$ cat src/rtl/mafq_pkg.sv
// ----------------------------------------------------------------------------
// mafq_pkg: shared types and arithmetic helpers
// Sequencer states, datapath operation codes and the quantizer functions
// used by the moving-average filter with quantized multiply-accumulate.
// ----------------------------------------------------------------------------
package mafq_pkg;

  localparam int unsigned DataW   = 32;
  localparam int unsigned WeightW = 17;
  localparam int unsigned CountW  = 5;
  localparam int unsigned QuantW  = 16;
  localparam int unsigned WideW   = 38;

  // Index of each configuration register.
  localparam logic CfgTapCount  = 1'b0;
  localparam logic CfgTapWeight = 1'b1;

  localparam logic [CountW-1:0]  TapCountRst  = 5'd16;
  localparam logic [WeightW-1:0] TapWeightRst = 17'd4096;

  typedef enum logic [2:0] {
    ST_IDLE,
    ST_QX,
    ST_MUL,
    ST_SCL,
    ST_CLS,
    ST_QNT,
    ST_ADD,
    ST_EMIT
  } seq_state_e;

  typedef enum logic [2:0] {
    MOP_NONE,
    MOP_CLEAR,
    MOP_QX,
    MOP_MUL,
    MOP_SCL,
    MOP_CLS,
    MOP_QNT,
    MOP_ADD
  } mac_op_e;

  // Magnitude of a two's complement word; the most negative value maps to 2^31.
  function automatic logic [31:0] mag32(input logic signed [31:0] v);
    return v[31] ? 32'(-v) : 32'(v);
  endfunction

  // Magnitude class: 1 up to one in Q15.16, otherwise position of the top bit minus 15.
  function automatic logic [4:0] kclass(input logic [31:0] mag);
    logic [4:0] k;
    k = 5'd1;
    if (mag > 32'd65536) begin
      for (int i = 16; i < 32; i++) begin
        if (mag[i]) k = 5'(i - 15);
      end
    end
    return k;
  endfunction

  // Divide a magnitude by 2^s, rounding half up; s is at least one.
  function automatic logic [31:0] rnd_mag(input logic [31:0] mag, input logic [4:0] s);
    logic [32:0] sum;
    sum = {1'b0, mag} + (33'd1 << (s - 5'd1));
    return 32'(sum >> s);
  endfunction

  // Round a signed value half away from zero at s fraction bits, wrap to 16 bits.
  function automatic logic [15:0] quant16(input logic signed [31:0] v, input logic [4:0] s);
    logic [31:0] r;
    r = rnd_mag(mag32(v), s);
    return v[31] ? 16'(~r[15:0] + 16'd1) : r[15:0];
  endfunction

  function automatic logic [31:0] sat32(input logic signed [WideW-1:0] v);
    logic [31:0] r;
    if (v > 38'sd2147483647) r = 32'h7FFF_FFFF;
    else if (v < -38'sd2147483648) r = 32'h8000_0000;
    else r = v[31:0];
    return r;
  endfunction

endpackage

$ cat src/rtl/mafq_window.sv
// ----------------------------------------------------------------------------
// mafq_window: sample history
// Shift line of the most recent samples, newest at entry zero, with one
// read port addressed by the sequencer.
// ----------------------------------------------------------------------------
module mafq_window #(
  parameter int unsigned Depth = 16,
  parameter int unsigned IdxW  = 4
) (
  input  logic        clk_i,
  input  logic        shift_i,
  input  logic [31:0] din_i,
  input  logic [IdxW-1:0] rd_idx_i,
  output logic [31:0] rd_data_o
);
  import mafq_pkg::*;

  logic [31:0] win_q [Depth];

  always_ff @(posedge clk_i) begin
    if (shift_i) begin
      win_q[0] <= din_i;
      for (int i = 1; i < Depth; i++) begin
        win_q[i] <= win_q[i-1];
      end
    end
  end

  assign rd_data_o = win_q[rd_idx_i];

endmodule

$ cat src/rtl/mafq_mac.sv
// ----------------------------------------------------------------------------
// mafq_mac: shared quantized multiply-accumulate unit
// One term takes six operations: quantize the sample, multiply, rescale the
// product, find the common class, quantize both addends, add and rescale.
// ----------------------------------------------------------------------------
module mafq_mac (
  input  logic                 clk_i,
  input  mafq_pkg::mac_op_e    op_i,
  input  logic signed [31:0]   sample_i,
  input  logic [16:0]          weight_i,
  output logic signed [31:0]   acc_o
);
  import mafq_pkg::*;

  logic [15:0]        m_q, m_d;
  logic [4:0]         e_q, e_d;
  logic               neg_q, neg_d;
  logic signed [31:0] o_q, o_d;
  logic signed [31:0] p_q, p_d;
  logic [4:0]         ea_q, ea_d;
  logic [15:0]        qa_q, qa_d, qp_q, qp_d;
  logic signed [31:0] acc_q, acc_d;

  logic [15:0]            n_w;
  logic [31:0]            xmag;
  logic [4:0]             kx, ka, kp, sh;
  logic [31:0]            om, rm;
  logic signed [WideW-1:0] r;
  logic signed [16:0]     sum17;

  // The weight is under two in Q15.16, so its class is always one.
  assign n_w = 16'(rnd_mag({15'd0, weight_i}, 5'd3));

  always_comb begin
    m_d   = m_q;
    e_d   = e_q;
    neg_d = neg_q;
    o_d   = o_q;
    p_d   = p_q;
    ea_d  = ea_q;
    qa_d  = qa_q;
    qp_d  = qp_q;
    acc_d = acc_q;
    xmag  = mag32(sample_i);
    kx    = kclass(xmag);
    ka    = kclass(mag32(acc_q));
    kp    = kclass(mag32(p_q));
    sh    = 5'd12 - e_q;
    om    = mag32(o_q);
    rm    = rnd_mag(om, sh);
    r     = '0;
    sum17 = $signed({qa_q[15], qa_q}) + $signed({qp_q[15], qp_q});
    unique case (op_i)
      MOP_NONE: ;
      MOP_CLEAR: acc_d = '0;
      MOP_QX: begin
        m_d   = 16'(rnd_mag(xmag, kx + 5'd2));
        e_d   = kx + 5'd1;
        neg_d = sample_i[31] && (weight_i != '0);
      end
      MOP_MUL: o_d = $signed(m_q) * $signed(n_w);
      MOP_SCL: begin
        if (e_q >= 5'd12) begin
          r = WideW'(o_q) <<< (e_q - 5'd12);
        end else begin
          r = $signed({6'd0, rm});
          if (o_q[31]) r = -r;
        end
        if (neg_q) r = -r;
        p_d = sat32(r);
      end
      MOP_CLS: ea_d = (ka > kp) ? ka : kp;
      MOP_QNT: begin
        qa_d = quant16(acc_q, ea_q + 5'd2);
        qp_d = quant16(p_q, ea_q + 5'd2);
      end
      MOP_ADD: begin
        r     = WideW'(sum17) <<< (ea_q + 5'd2);
        acc_d = sat32(r);
      end
      default: ;
    endcase
  end

  always_ff @(posedge clk_i) begin
    m_q   <= m_d;
    e_q   <= e_d;
    neg_q <= neg_d;
    o_q   <= o_d;
    p_q   <= p_d;
    ea_q  <= ea_d;
    qa_q  <= qa_d;
    qp_q  <= qp_d;
    acc_q <= acc_d;
  end

  assign acc_o = acc_q;

endmodule

$ cat src/rtl/moving_average_fir_quantized_mac.sv
// ----------------------------------------------------------------------------
// moving_average_fir_quantized_mac: moving-average FIR with quantized MAC
// Full convolution of a sample stream with equal taps, every product and
// partial sum passing through a magnitude-scaled 16-bit quantizer.
// ----------------------------------------------------------------------------
// Usage
//   Input channel: sample_i and is_last_i, taken when in_valid_i is high and
//   in_stall_o is low. Output channel: filtered_o and last_out_o, taken when
//   out_valid_o is high and out_stall_i is low. Every item gives one result;
//   an item with is_last_i set gives tap_count results, the last one marked.
//   Each result sums n terms (n up to tap_count) on one shared multiply-
//   accumulate unit, six operations a term, after the idle state accepts
//   the item; the emit state then hands the sum to the output register.
//   in_stall_o stays high while an item is at work. A result waiting in the
//   output register does not block the next item; the sequencer waits only
//   when a new result is ready and the register is full and stalled.
//   Reset clears the sequencer, the sample count and the output valid flag
//   and loads sixteen taps of 1/16. Configuration must be written only
//   while idle; the block itself does not enforce it.
// ----------------------------------------------------------------------------
module moving_average_fir_quantized_mac #(
  parameter int unsigned MAX_TAPS = 16
) (
  input  logic               clk_i,
  input  logic               rst_ni,
  input  logic               cfg_we_i,
  input  logic               cfg_idx_i,
  input  logic [16:0]        cfg_data_i,
  input  logic               in_valid_i,
  output logic               in_stall_o,
  input  logic signed [31:0] sample_i,
  input  logic               is_last_i,
  output logic               out_valid_o,
  input  logic               out_stall_i,
  output logic signed [31:0] filtered_o,
  output logic               last_out_o
);
  import mafq_pkg::*;

  localparam int unsigned IdxW = (MAX_TAPS > 1) ? $clog2(MAX_TAPS) : 1;
  localparam int unsigned CntW = $clog2(MAX_TAPS + 1);
  localparam logic [CntW-1:0] MaxCnt = CntW'(MAX_TAPS);

  seq_state_e state_q, state_d;
  mac_op_e    mac_op;

  logic [CountW-1:0]  tap_count_q;
  logic [WeightW-1:0] tap_weight_q;
  logic [CntW-1:0]    seen_q, seen_d;
  logic [CntW-1:0]    cnt_q, cnt_d;
  logic [CntW-1:0]    t_q, t_d;
  logic [IdxW-1:0]    d_q, d_d;
  logic               last_q, last_d;
  logic               out_valid_q, out_valid_d;
  logic signed [31:0] filtered_q;
  logic               last_out_q;

  logic [CntW-1:0]    taps_eff, seen_inc, cnt_new, t_next, lim, hi_next;
  logic               accept, slot_free, more, load_out;
  logic [31:0]        win_data;
  logic signed [31:0] acc;

  assign accept    = in_valid_i && !in_stall_o;
  assign in_stall_o = (state_q != ST_IDLE);
  assign slot_free = !out_valid_q || !out_stall_i;
  assign more      = last_q && ((t_q + CntW'(1)) < taps_eff);

  always_comb begin
    if (tap_count_q == '0) taps_eff = CntW'(1);
    else if (32'(tap_count_q) > 32'(MAX_TAPS)) taps_eff = MaxCnt;
    else taps_eff = CntW'(tap_count_q);
    seen_inc = (seen_q < MaxCnt) ? seen_q + CntW'(1) : seen_q;
    cnt_new  = (seen_inc < taps_eff) ? seen_inc : taps_eff;
    t_next   = t_q + CntW'(1);
    lim      = taps_eff - CntW'(1) - t_next;
    hi_next  = (lim < cnt_q - CntW'(1)) ? lim : cnt_q - CntW'(1);
  end

  // Configuration registers.
  always_ff @(posedge clk_i or negedge rst_ni) begin
    if (!rst_ni) begin
      tap_count_q  <= TapCountRst;
      tap_weight_q <= TapWeightRst;
    end else if (cfg_we_i) begin
      unique case (cfg_idx_i)
        CfgTapCount:  tap_count_q  <= cfg_data_i[CountW-1:0];
        CfgTapWeight: tap_weight_q <= cfg_data_i;
        default: ;
      endcase
    end
  end

  // Next state.
  always_comb begin
    state_d = state_q;
    unique case (state_q)
      ST_IDLE: if (accept) state_d = ST_QX;
      ST_QX:   state_d = ST_MUL;
      ST_MUL:  state_d = ST_SCL;
      ST_SCL:  state_d = ST_CLS;
      ST_CLS:  state_d = ST_QNT;
      ST_QNT:  state_d = ST_ADD;
      ST_ADD:  state_d = (d_q == '0) ? ST_EMIT : ST_QX;
      ST_EMIT: if (slot_free) state_d = more ? ST_QX : ST_IDLE;
      default: state_d = ST_IDLE;
    endcase
  end

  // Sequencer outputs and counters.
  always_comb begin
    mac_op   = MOP_NONE;
    seen_d   = seen_q;
    cnt_d    = cnt_q;
    t_d      = t_q;
    d_d      = d_q;
    last_d   = last_q;
    load_out = 1'b0;
    unique case (state_q)
      ST_IDLE: begin
        if (accept) begin
          mac_op = MOP_CLEAR;
          seen_d = is_last_i ? '0 : seen_inc;
          cnt_d  = cnt_new;
          last_d = is_last_i;
          t_d    = '0;
          d_d    = IdxW'(cnt_new - CntW'(1));
        end
      end
      ST_QX:  mac_op = MOP_QX;
      ST_MUL: mac_op = MOP_MUL;
      ST_SCL: mac_op = MOP_SCL;
      ST_CLS: mac_op = MOP_CLS;
      ST_QNT: mac_op = MOP_QNT;
      ST_ADD: begin
        mac_op = MOP_ADD;
        if (d_q != '0) d_d = d_q - IdxW'(1);
      end
      ST_EMIT: begin
        if (slot_free) begin
          load_out = 1'b1;
          if (more) begin
            mac_op = MOP_CLEAR;
            t_d    = t_next;
            d_d    = IdxW'(hi_next);
          end
        end
      end
      default: ;
    endcase
  end

  assign out_valid_d = load_out || (out_valid_q && out_stall_i);

  always_ff @(posedge clk_i or negedge rst_ni) begin
    if (!rst_ni) begin
      state_q     <= ST_IDLE;
      seen_q      <= '0;
      cnt_q       <= '0;
      t_q         <= '0;
      d_q         <= '0;
      last_q      <= 1'b0;
      out_valid_q <= 1'b0;
    end else begin
      state_q     <= state_d;
      seen_q      <= seen_d;
      cnt_q       <= cnt_d;
      t_q         <= t_d;
      d_q         <= d_d;
      last_q      <= last_d;
      out_valid_q <= out_valid_d;
    end
  end

  always_ff @(posedge clk_i) begin
    if (load_out) begin
      filtered_q <= acc;
      last_out_q <= last_q && (t_q == taps_eff - CntW'(1));
    end
  end

  mafq_window #(
    .Depth (MAX_TAPS),
    .IdxW  (IdxW)
  ) u_window (
    .clk_i     (clk_i),
    .shift_i   (accept),
    .din_i     (sample_i),
    .rd_idx_i  (d_q),
    .rd_data_o (win_data)
  );

  mafq_mac u_mac (
    .clk_i    (clk_i),
    .op_i     (mac_op),
    .sample_i ($signed(win_data)),
    .weight_i (tap_weight_q),
    .acc_o    (acc)
  );

  assign out_valid_o = out_valid_q;
  assign filtered_o  = filtered_q;
  assign last_out_o  = last_out_q;

  // An accepted item always starts a term on the shared unit.
  a_accept_starts: assert property (@(posedge clk_i) disable iff (!rst_ni)
    accept |=> (state_q == ST_QX))
    else $error("accepted item did not start a term");

  // The window index never reaches beyond the samples held for this result.
  a_index_in_range: assert property (@(posedge clk_i) disable iff (!rst_ni)
    (state_q != ST_IDLE) |-> (CntW'(d_q) < cnt_q))
    else $error("window index beyond valid samples");

  // The result counter stays within the tap count while busy.
  a_result_count: assert property (@(posedge clk_i) disable iff (!rst_ni)
    (state_q != ST_IDLE) |-> (t_q < taps_eff))
    else $error("result counter beyond tap count");

  // A full, stalled output register holds the finished sum back.
  a_emit_waits: assert property (@(posedge clk_i) disable iff (!rst_ni)
    (state_q == ST_EMIT && out_valid_q && out_stall_i) |=> (state_q == ST_EMIT))
    else $error("result left while output register was full");

  a_seen_bounded: assert property (@(posedge clk_i) disable iff (!rst_ni)
    seen_q <= MaxCnt)
    else $error("sample count beyond window depth");

endmodule
$ cat config.mk
export PLATFORM = sky130hd
export DESIGN_NAME = moving_average_fir_quantized_mac
export DESIGN_NICKNAME = d
export VERILOG_FILES = /design/src/rtl/mafq_pkg.sv /design/src/rtl/mafq_window.sv /design/src/rtl/mafq_mac.sv /design/src/rtl/moving_average_fir_quantized_mac.sv
export SDC_FILE = /design/constraint.sdc
export NUM_CORES = 2
export LEC_CHECK = 0
export ABC_CLOCK_PERIOD_IN_PS = 14350
export BUFFER_PORTS_ARGS = -buffer_cell sky130_fd_sc_hd__buf_2
export CORE_MARGIN = 1.5
export CORE_UTILIZATION = 64
export DETAILED_ROUTE_END_ITERATION = 6
export HOLD_SLACK_MARGIN = 0.03
export PLACE_DENSITY = 0.81
export RECOVER_POWER = 25
export SLEW_MARGIN = 20
export SYNTH_ARGS = -nofsm -noshare
export SYNTH_HDL_FRONTEND = slang
export SYNTH_SLANG_ARGS = --single-unit
$ cat constraint.sdc
create_clock -name clk_i -period 14.35 [get_ports clk_i]
set_input_delay 1.435 -clock clk_i [delete_from_list [all_inputs] [get_ports clk_i]]
set_output_delay 1.435 -clock clk_i [all_outputs]
set_load 0.02 [all_outputs]
## After elaboration in Yosys (flattened, before gate mapping)

Memories as Yosys holds them, arrays and structs flattened.
Cells that the tools add are included.

| operators by class | value |
|---|---|
| add/subtract/negate cells | 29 |
| multipliers | 1 |
| divide/modulo/power cells | 0 |
| $lt $le $gt $ge | 14 |
| equal/unequal tests | 19 |
| shift-type cells | 9 |
| mux-type cells | 91 |
| bitwise operators | 3 |
| reduce and logical (&&, ||, !) cells | 25 |

Operators by type and width:

| operator | count |
|---|---|
| $mux W32 | 7 |
| $mux W38 | 5 |
| $add A32 B33 Y33 | 4 |
| $neg A32 Y32 | 4 |
| $mux W4 | 29 |
| $shl A1 B5 Y33 const A | 3 |
| $shr A33 B5 Y16 | 3 |
| $gt A32 B17 Y1 const B | 3 |
| $gt A38 B32 Y1 const B | 2 |
| $lt A38 B32 Y1 const B | 2 |
| $mux W5 | 15 |
| $pmux W32 S2 | 1 |
| $pmux W3 S8 | 2 |
| $mux W3 | 15 |
| $neg A32 Y38 | 1 |
| $neg A38 Y38 | 1 |
| $sshl A17 B5 Y38 | 1 |
| $sshl A32 B5 Y38 | 1 |
| $shr A33 B5 Y32 | 1 |
| $add A16 B1 Y16 const B | 2 |
| $mul A16 B16 Y32 | 1 |
| $mux W16 | 2 |
| $not A16 Y16 | 2 |
| $sub A5 B1 Y5 const B | 5 |
| 36 further kinds | 79 |

| word-level totals | value |
|---|---|
| register bits after elaboration | 234 |
| bits in latches | 0 |
| RAM bits | 512 |
| memory bits (read-only) | 0 |
| logic and storage cells | 212 |
| memories kept | 1 |

Memories:

| name | depth | bits a word | read ports | clocked after Yosys merged registers in | wr ports | RTL line | text |
|---|---|---|---|---|---|---|---|
| u_window.win_q | 16 | 32 | 16 | 0 | 16 | mafq_window.sv:18 | `logic [31:0] win_q [Depth];` |

## Longest topological paths before layout

An unclocked memory read counts as a cell.

| depth | value |
|---|---|
| depth after elaboration | 24 |
| gate-level depth with buffers | 55 |

## Modules after synthesis

Synthesis repeated with hierarchy kept, for this count alone.

| second synthesis, totals | value |
|---|---|
| cells, all modules | 6241 |
| area total of the unflattened synthesis | 62881.6 µm² |

By module, submodules not included:

| module | times used | cells an instance | area an instance (µm²) |
|---|---|---|---|
| mafq_mac | 1 | 5130 | 39907.0 |
| mafq_window | 1 | 783 | 19103.3 |
| moving_average_fir_quantized_mac | 1 | 328 | 3871.2 |

## Worst setup path after synthesis

Ideal clock, no wire load.

| path | value |
|---|---|
| path kind | input-to-reg |
| from | input in_valid_i |
| to | register cnt_q[0] |
| data arrival time | 12275 ps |
| path slack | 1486 ps |
| cell stages on the path | 5 |
| path buffers | 1 |
| path through | nand2b_1 -> or3_1 -> clkbuf_1 -> inv_1 -> o21ai_0 |

| on the way | value |
|---|---|
| cells in the longest elaborated chain, start to end | 2 |

Ends and longest elaborated chain:

| what | RTL line | text |
|---|---|---|
| from (decl) | moving_average_fir_quantized_mac.sv:29 | `input logic in_valid_i,` |
| $logic_and A1 B1 Y1 | moving_average_fir_quantized_mac.sv:63 | `assign accept = in_valid_i && !in_stall_o;` |
| net accept | moving_average_fir_quantized_mac.sv:59 | `logic accept, slot_free, more, load_out;` |
| $reduce_and A2 Y1 (no source line) | n/a |  |
| to (signal assigned) | moving_average_fir_quantized_mac.sv:166 | `cnt_q <= cnt_d;` |
| to (decl) | moving_average_fir_quantized_mac.sv:50 | `logic [CntW-1:0] cnt_q, cnt_d;` |

The timed path passes the listed nets, and every way through them passes these cells.
A chain may end at the register's enable or synchronous reset.

## Worst setup path after layout

| path | value |
|---|---|
| from | register d_q[0] |
| to | register u_mac.m_q[3], data pin |

| on the way | value |
|---|---|
| cells in the longest elaborated chain, start to end | 24 |

Ends and longest elaborated chain:

| what | RTL line | text |
|---|---|---|
| from (decl) | moving_average_fir_quantized_mac.sv:52 | `logic [IdxW-1:0] d_q, d_d;` |
| from (signal assigned) | moving_average_fir_quantized_mac.sv:160 | `d_q <= '0;` |
| from (signal assigned) | moving_average_fir_quantized_mac.sv:168 | `d_q <= d_d;` |
| $mem_v2 Z16 W32 * | n/a |  |
| $neg A32 Y32 | mafq_pkg.sv:45 | `return v[31] ? 32'(-v) : 32'(v);` |
| $mux W32 * | mafq_pkg.sv:45 |  |
| $mux W2 (2 in series) | mafq_pkg.sv:54 | `if (mag[i]) k = 5'(i - 15);` |
| $mux W3 (4 in series) | mafq_pkg.sv:54 |  |
| $mux W4 (8 in series) | mafq_pkg.sv:54 |  |
| $mux W5 | mafq_pkg.sv:54 |  |
| $mux W5 | mafq_pkg.sv:52 | `if (mag > 32'd65536) begin` |
| $add A5 B2 Y5 | mafq_mac.sv:57 | `m_d = 16'(rnd_mag(xmag, kx + 5'd2));` |
| $sub A5 B1 Y5 | mafq_pkg.sv:63 | `sum = {1'b0, mag} + (33'd1 << (s - 5'd1));` |
| $shl A1 B5 Y33 | mafq_pkg.sv:63 |  |
| $add A32 B33 Y33 | mafq_pkg.sv:63 |  |
| $shr A33 B5 Y16 * | mafq_pkg.sv:64 | `return 32'(sum >> s);` |
| to (signal assigned) | mafq_mac.sv:86 | `m_q <= m_d;` |
| to (decl) | mafq_mac.sv:15 | `logic [15:0] m_q, m_d;` |

Mark *: on every way between the ends. The rest lies on a longest branch, timed or not.

==> results.sh <==
export IMPL_cp_max_fo=31
export IMPL_vias_per_cell=6.90
export IMPL_hold_start="u_window.win_q[7][27]$_DFFE_PP_"
export IMPL_r2r_slack_ns=0.93
export IMPL_ys_types=123
export IMPL_synthCells=6126
export IMPL_synth_ff_type="edfxtp_1"
export IMPL_postSynthAreaPerCell_um2=10.2
export IMPL_endpoint_kind="flop"
export IMPL_seq_area_frac_synth=0.353
export IMPL_antenna_found_initial=4
export IMPL_cts_htree_levels=3
export IMPL_violations="DRC"
export IMPL_rsz0062_at_grt="false"
export IMPL_setup_violations=0
export IMPL_start_kind="flop"
export IMPL_num_antenna_cells=0
export IMPL_start_util=0.648
export IMPL_fin_area_um2=67000
export IMPL_synth_seq_cells=746
export IMPL_fp_dieW_um=316
export IMPL_cts_path_max_buffers=3
export IMPL_drive_gt1_frac=0.120
export IMPL_grt_usage=0.378
export IMPL_die_area_um2=99900
export IMPL_hold_path_class="reg2reg"
export IMPL_fp_row_count=114
export IMPL_outcome="finished, violations left"
export IMPL_wl_per_cell_um=25.5
export IMPL_core_um2=96900
export IMPL_reg2reg_from="d_q[0]$_DFFE_PN0P_"
export IMPL_ys_top_cells_by_area="edfxtp_1 (33%), fa_1 (8.0%), mux4_2 (6.9%)"
export IMPL_path_clk_slew_ns=0.06
export IMPL_whs_path_depth=0
export IMPL_drt_iter0_drc=6754
export IMPL_timing_final_crit_period_ns=13.42
export IMPL_placed_cell_area_um2=64300
export IMPL_ys_async_sr_fraction=0.0617
export IMPL_routed_wl_mm=189
export IMPL_hold_viol=0
export IMPL_skew_ns=0.0377
export IMPL_grt_pass1_wl_mm=292
export IMPL_grt_max_degree=115
export IMPL_layout_commonest_cell="edfxtp_1"
export IMPL_slowest_delay_ns=0.65
export IMPL_cts_sinks=746
export IMPL_critPathSlowestCell="dfrtp_4"
export IMPL_overflow=0
export IMPL_first_pass_iters=7
export IMPL_tightest_slew_ns=1.14
export IMPL_ff2ff_path_depth=48
export IMPL_slew_headroom=0.229
export IMPL_nets=6655
export IMPL_root_buffer="clkbuf_16"
export IMPL_io_buffers=90
export IMPL_synth_top_area_frac=0.335
export IMPL_r2r_end="u_mac.m_q[3]$_DFFE_PN_"
export IMPL_fillerInstances=6935
export IMPL_synth_top_area_cell="edfxtp_1"
export IMPL_synth_area_um2=62700
export IMPL_max_cap_violations=0
export IMPL_io_pins=91
export IMPL_die_y_um=316
export IMPL_setup_tns_ns=0
export IMPL_most_common_layout_cells="edfxtp_1 (700), nand2_1 (572), nor2_1 (477)"
export IMPL_drv_slew=0
export IMPL_synth_edff_count=700
export IMPL_clk_latency_ns=0.69
export IMPL_place_congestion=1.05
export IMPL_max_freq_mhz=74.5
export IMPL_yosysWarnings=0
export IMPL_grt_pass1_vias=49500
export IMPL_ant_nets=0
export IMPL_required_ns=14.74
export IMPL_vias=51100
export IMPL_critPathKind="reg2reg"
export IMPL_holdPathEnd="u_window.win_q[8][27]$_DFFE_PP_"
export IMPL_finalCoreUtilization=0.692
export IMPL_cts_buffers=80
export IMPL_drc_errors=11
export IMPL_cts_tree="yes"
export IMPL_timing_final_crit_share=0.935
export IMPL_dp_hpwl_mm=134
export IMPL_cp_data_arrival_time_ns=13.80
export IMPL_path_common_cell="o21ai_0"
export IMPL_area_growth_pct=6.81
## worst max-delay path, delay by kind of cell, from the launching register on
kind            cells  cell delay, ns
compound gates     18            4.37
simple gates       15            3.65
fa+ha+maj           4            1.31
mux                 3            1.24
buf+inv             5            1.18
xor+xnor            3            0.70
flops               1            0.65
## flip-flops by register name, indices dropped and copies added, names as in the netlist, 16 cells and up
signal / cells
filtered_o: 32
tap_weight_q: 17
u_mac.acc_o: 32
u_mac.m_q: 16
u_mac.o_q: 32
u_mac.p_q: 32
u_mac.qa_q: 16
u_mac.qp_q: 16
u_window.win_q: 512
## worst max path at each step
stage	end	slack [ns]	from	depth (start not counted)
2_1_floorplan	cnt_q[0]$_DFFE_PN0P_	1.49	in_valid_i	5
3_3_place_gp	u_mac.m_q[3]$_DFFE_PN_	1.25	d_q[0]$_DFFE_PN0P_	48
3_5_place_dp	u_mac.m_q[3]$_DFFE_PN_	0.96	d_q[0]$_DFFE_PN0P_	48
4_1_cts	u_mac.m_q[3]$_DFFE_PN_	0.47	d_q[0]$_DFFE_PN0P_	48
5_1_grt	u_mac.m_q[9]$_DFFE_PN_	0.13	d_q[0]$_DFFE_PN0P_	47
6_report	u_mac.m_q[3]$_DFFE_PN_	0.93	d_q[0]$_DFFE_PN0P_	48
## layout make-up
class | count | area (um2) | share of cell area
clock inverters | 51 | 573 | 0.00855
inverters | 412 | 1550 | 0.0232
flip-flops and latches | 746 | 22200 | 0.331
repair buffers | 174 | 1130 | 0.0169
multi-input cells | 4653 | 37900 | 0.565
clock buffers | 96 | 2100 | 0.0314
well taps | 1276 | 1600 | 0.0238
## per-layer routing
| layer | GRT usage | part of all wire | vias up |
|---|---|---|---|
| met5 | 0 | 0.00013 | - |
| met2 | 0.580 | 0.45 | 3242 |
| met1 | 0.529 | 0.40 | 24900 |
| li1 | - | - | 22400 |
| met4 | 0.151 | 0.045 | 4 |
| met3 | 0.0766 | 0.11 | 562 |
## timing repair
action,in CTS,in global routing
resized for setup,0,2
hold buffers,0,0
setup buffers,0,3
setup endpoints to repair,0,16
## Yosys cell counts (all sizes together), types with 126 or more instances
cell type	n
fa	252
o21ai	297
mux2i	171
nand2	572
mux4	193
a21oi	335
ha	280
inv	406
and2	132
nor2	481
xor2	126
xnor2	265
edfxtp	700
clkbuf	223
## cell families (layout without fill, tap and decap cells)
group                      Yosys count  in the layout  share of synthesized area
other                                1              4                  0.0000598
and+or+nand+nor                   1872           1872                      0.145
buffers and inverters              730            733                     0.0456
xor gates and xnor gates           391            391                     0.0549
muxes                              449            449                      0.112
adders and majority gates          532            532                      0.136
DFF                                746            746                      0.353
AOI/OAI and AO/OA                 1405           1405                      0.153
## through the flow
| stage | instances | setup WS [ns] | hold slack, ns |
|---|---|---|---|
| global route | 7408 | 0.132 | 0.442 |
| detailed placement | 7258 | 0.962 | 0.428 |
| CTS | 7405 | 0.473 | 0.435 |
| floorplan | 6129 | 1.49 | 0.421 |
| global placement | 7258 | 1.25 | 0.422 |
| finish | 7408 | 0.932 | 0.431 |
Power is left out: the tool's default activity adds up to more than one toggle a clock period on the data nets, which glitch-free logic cannot reach.
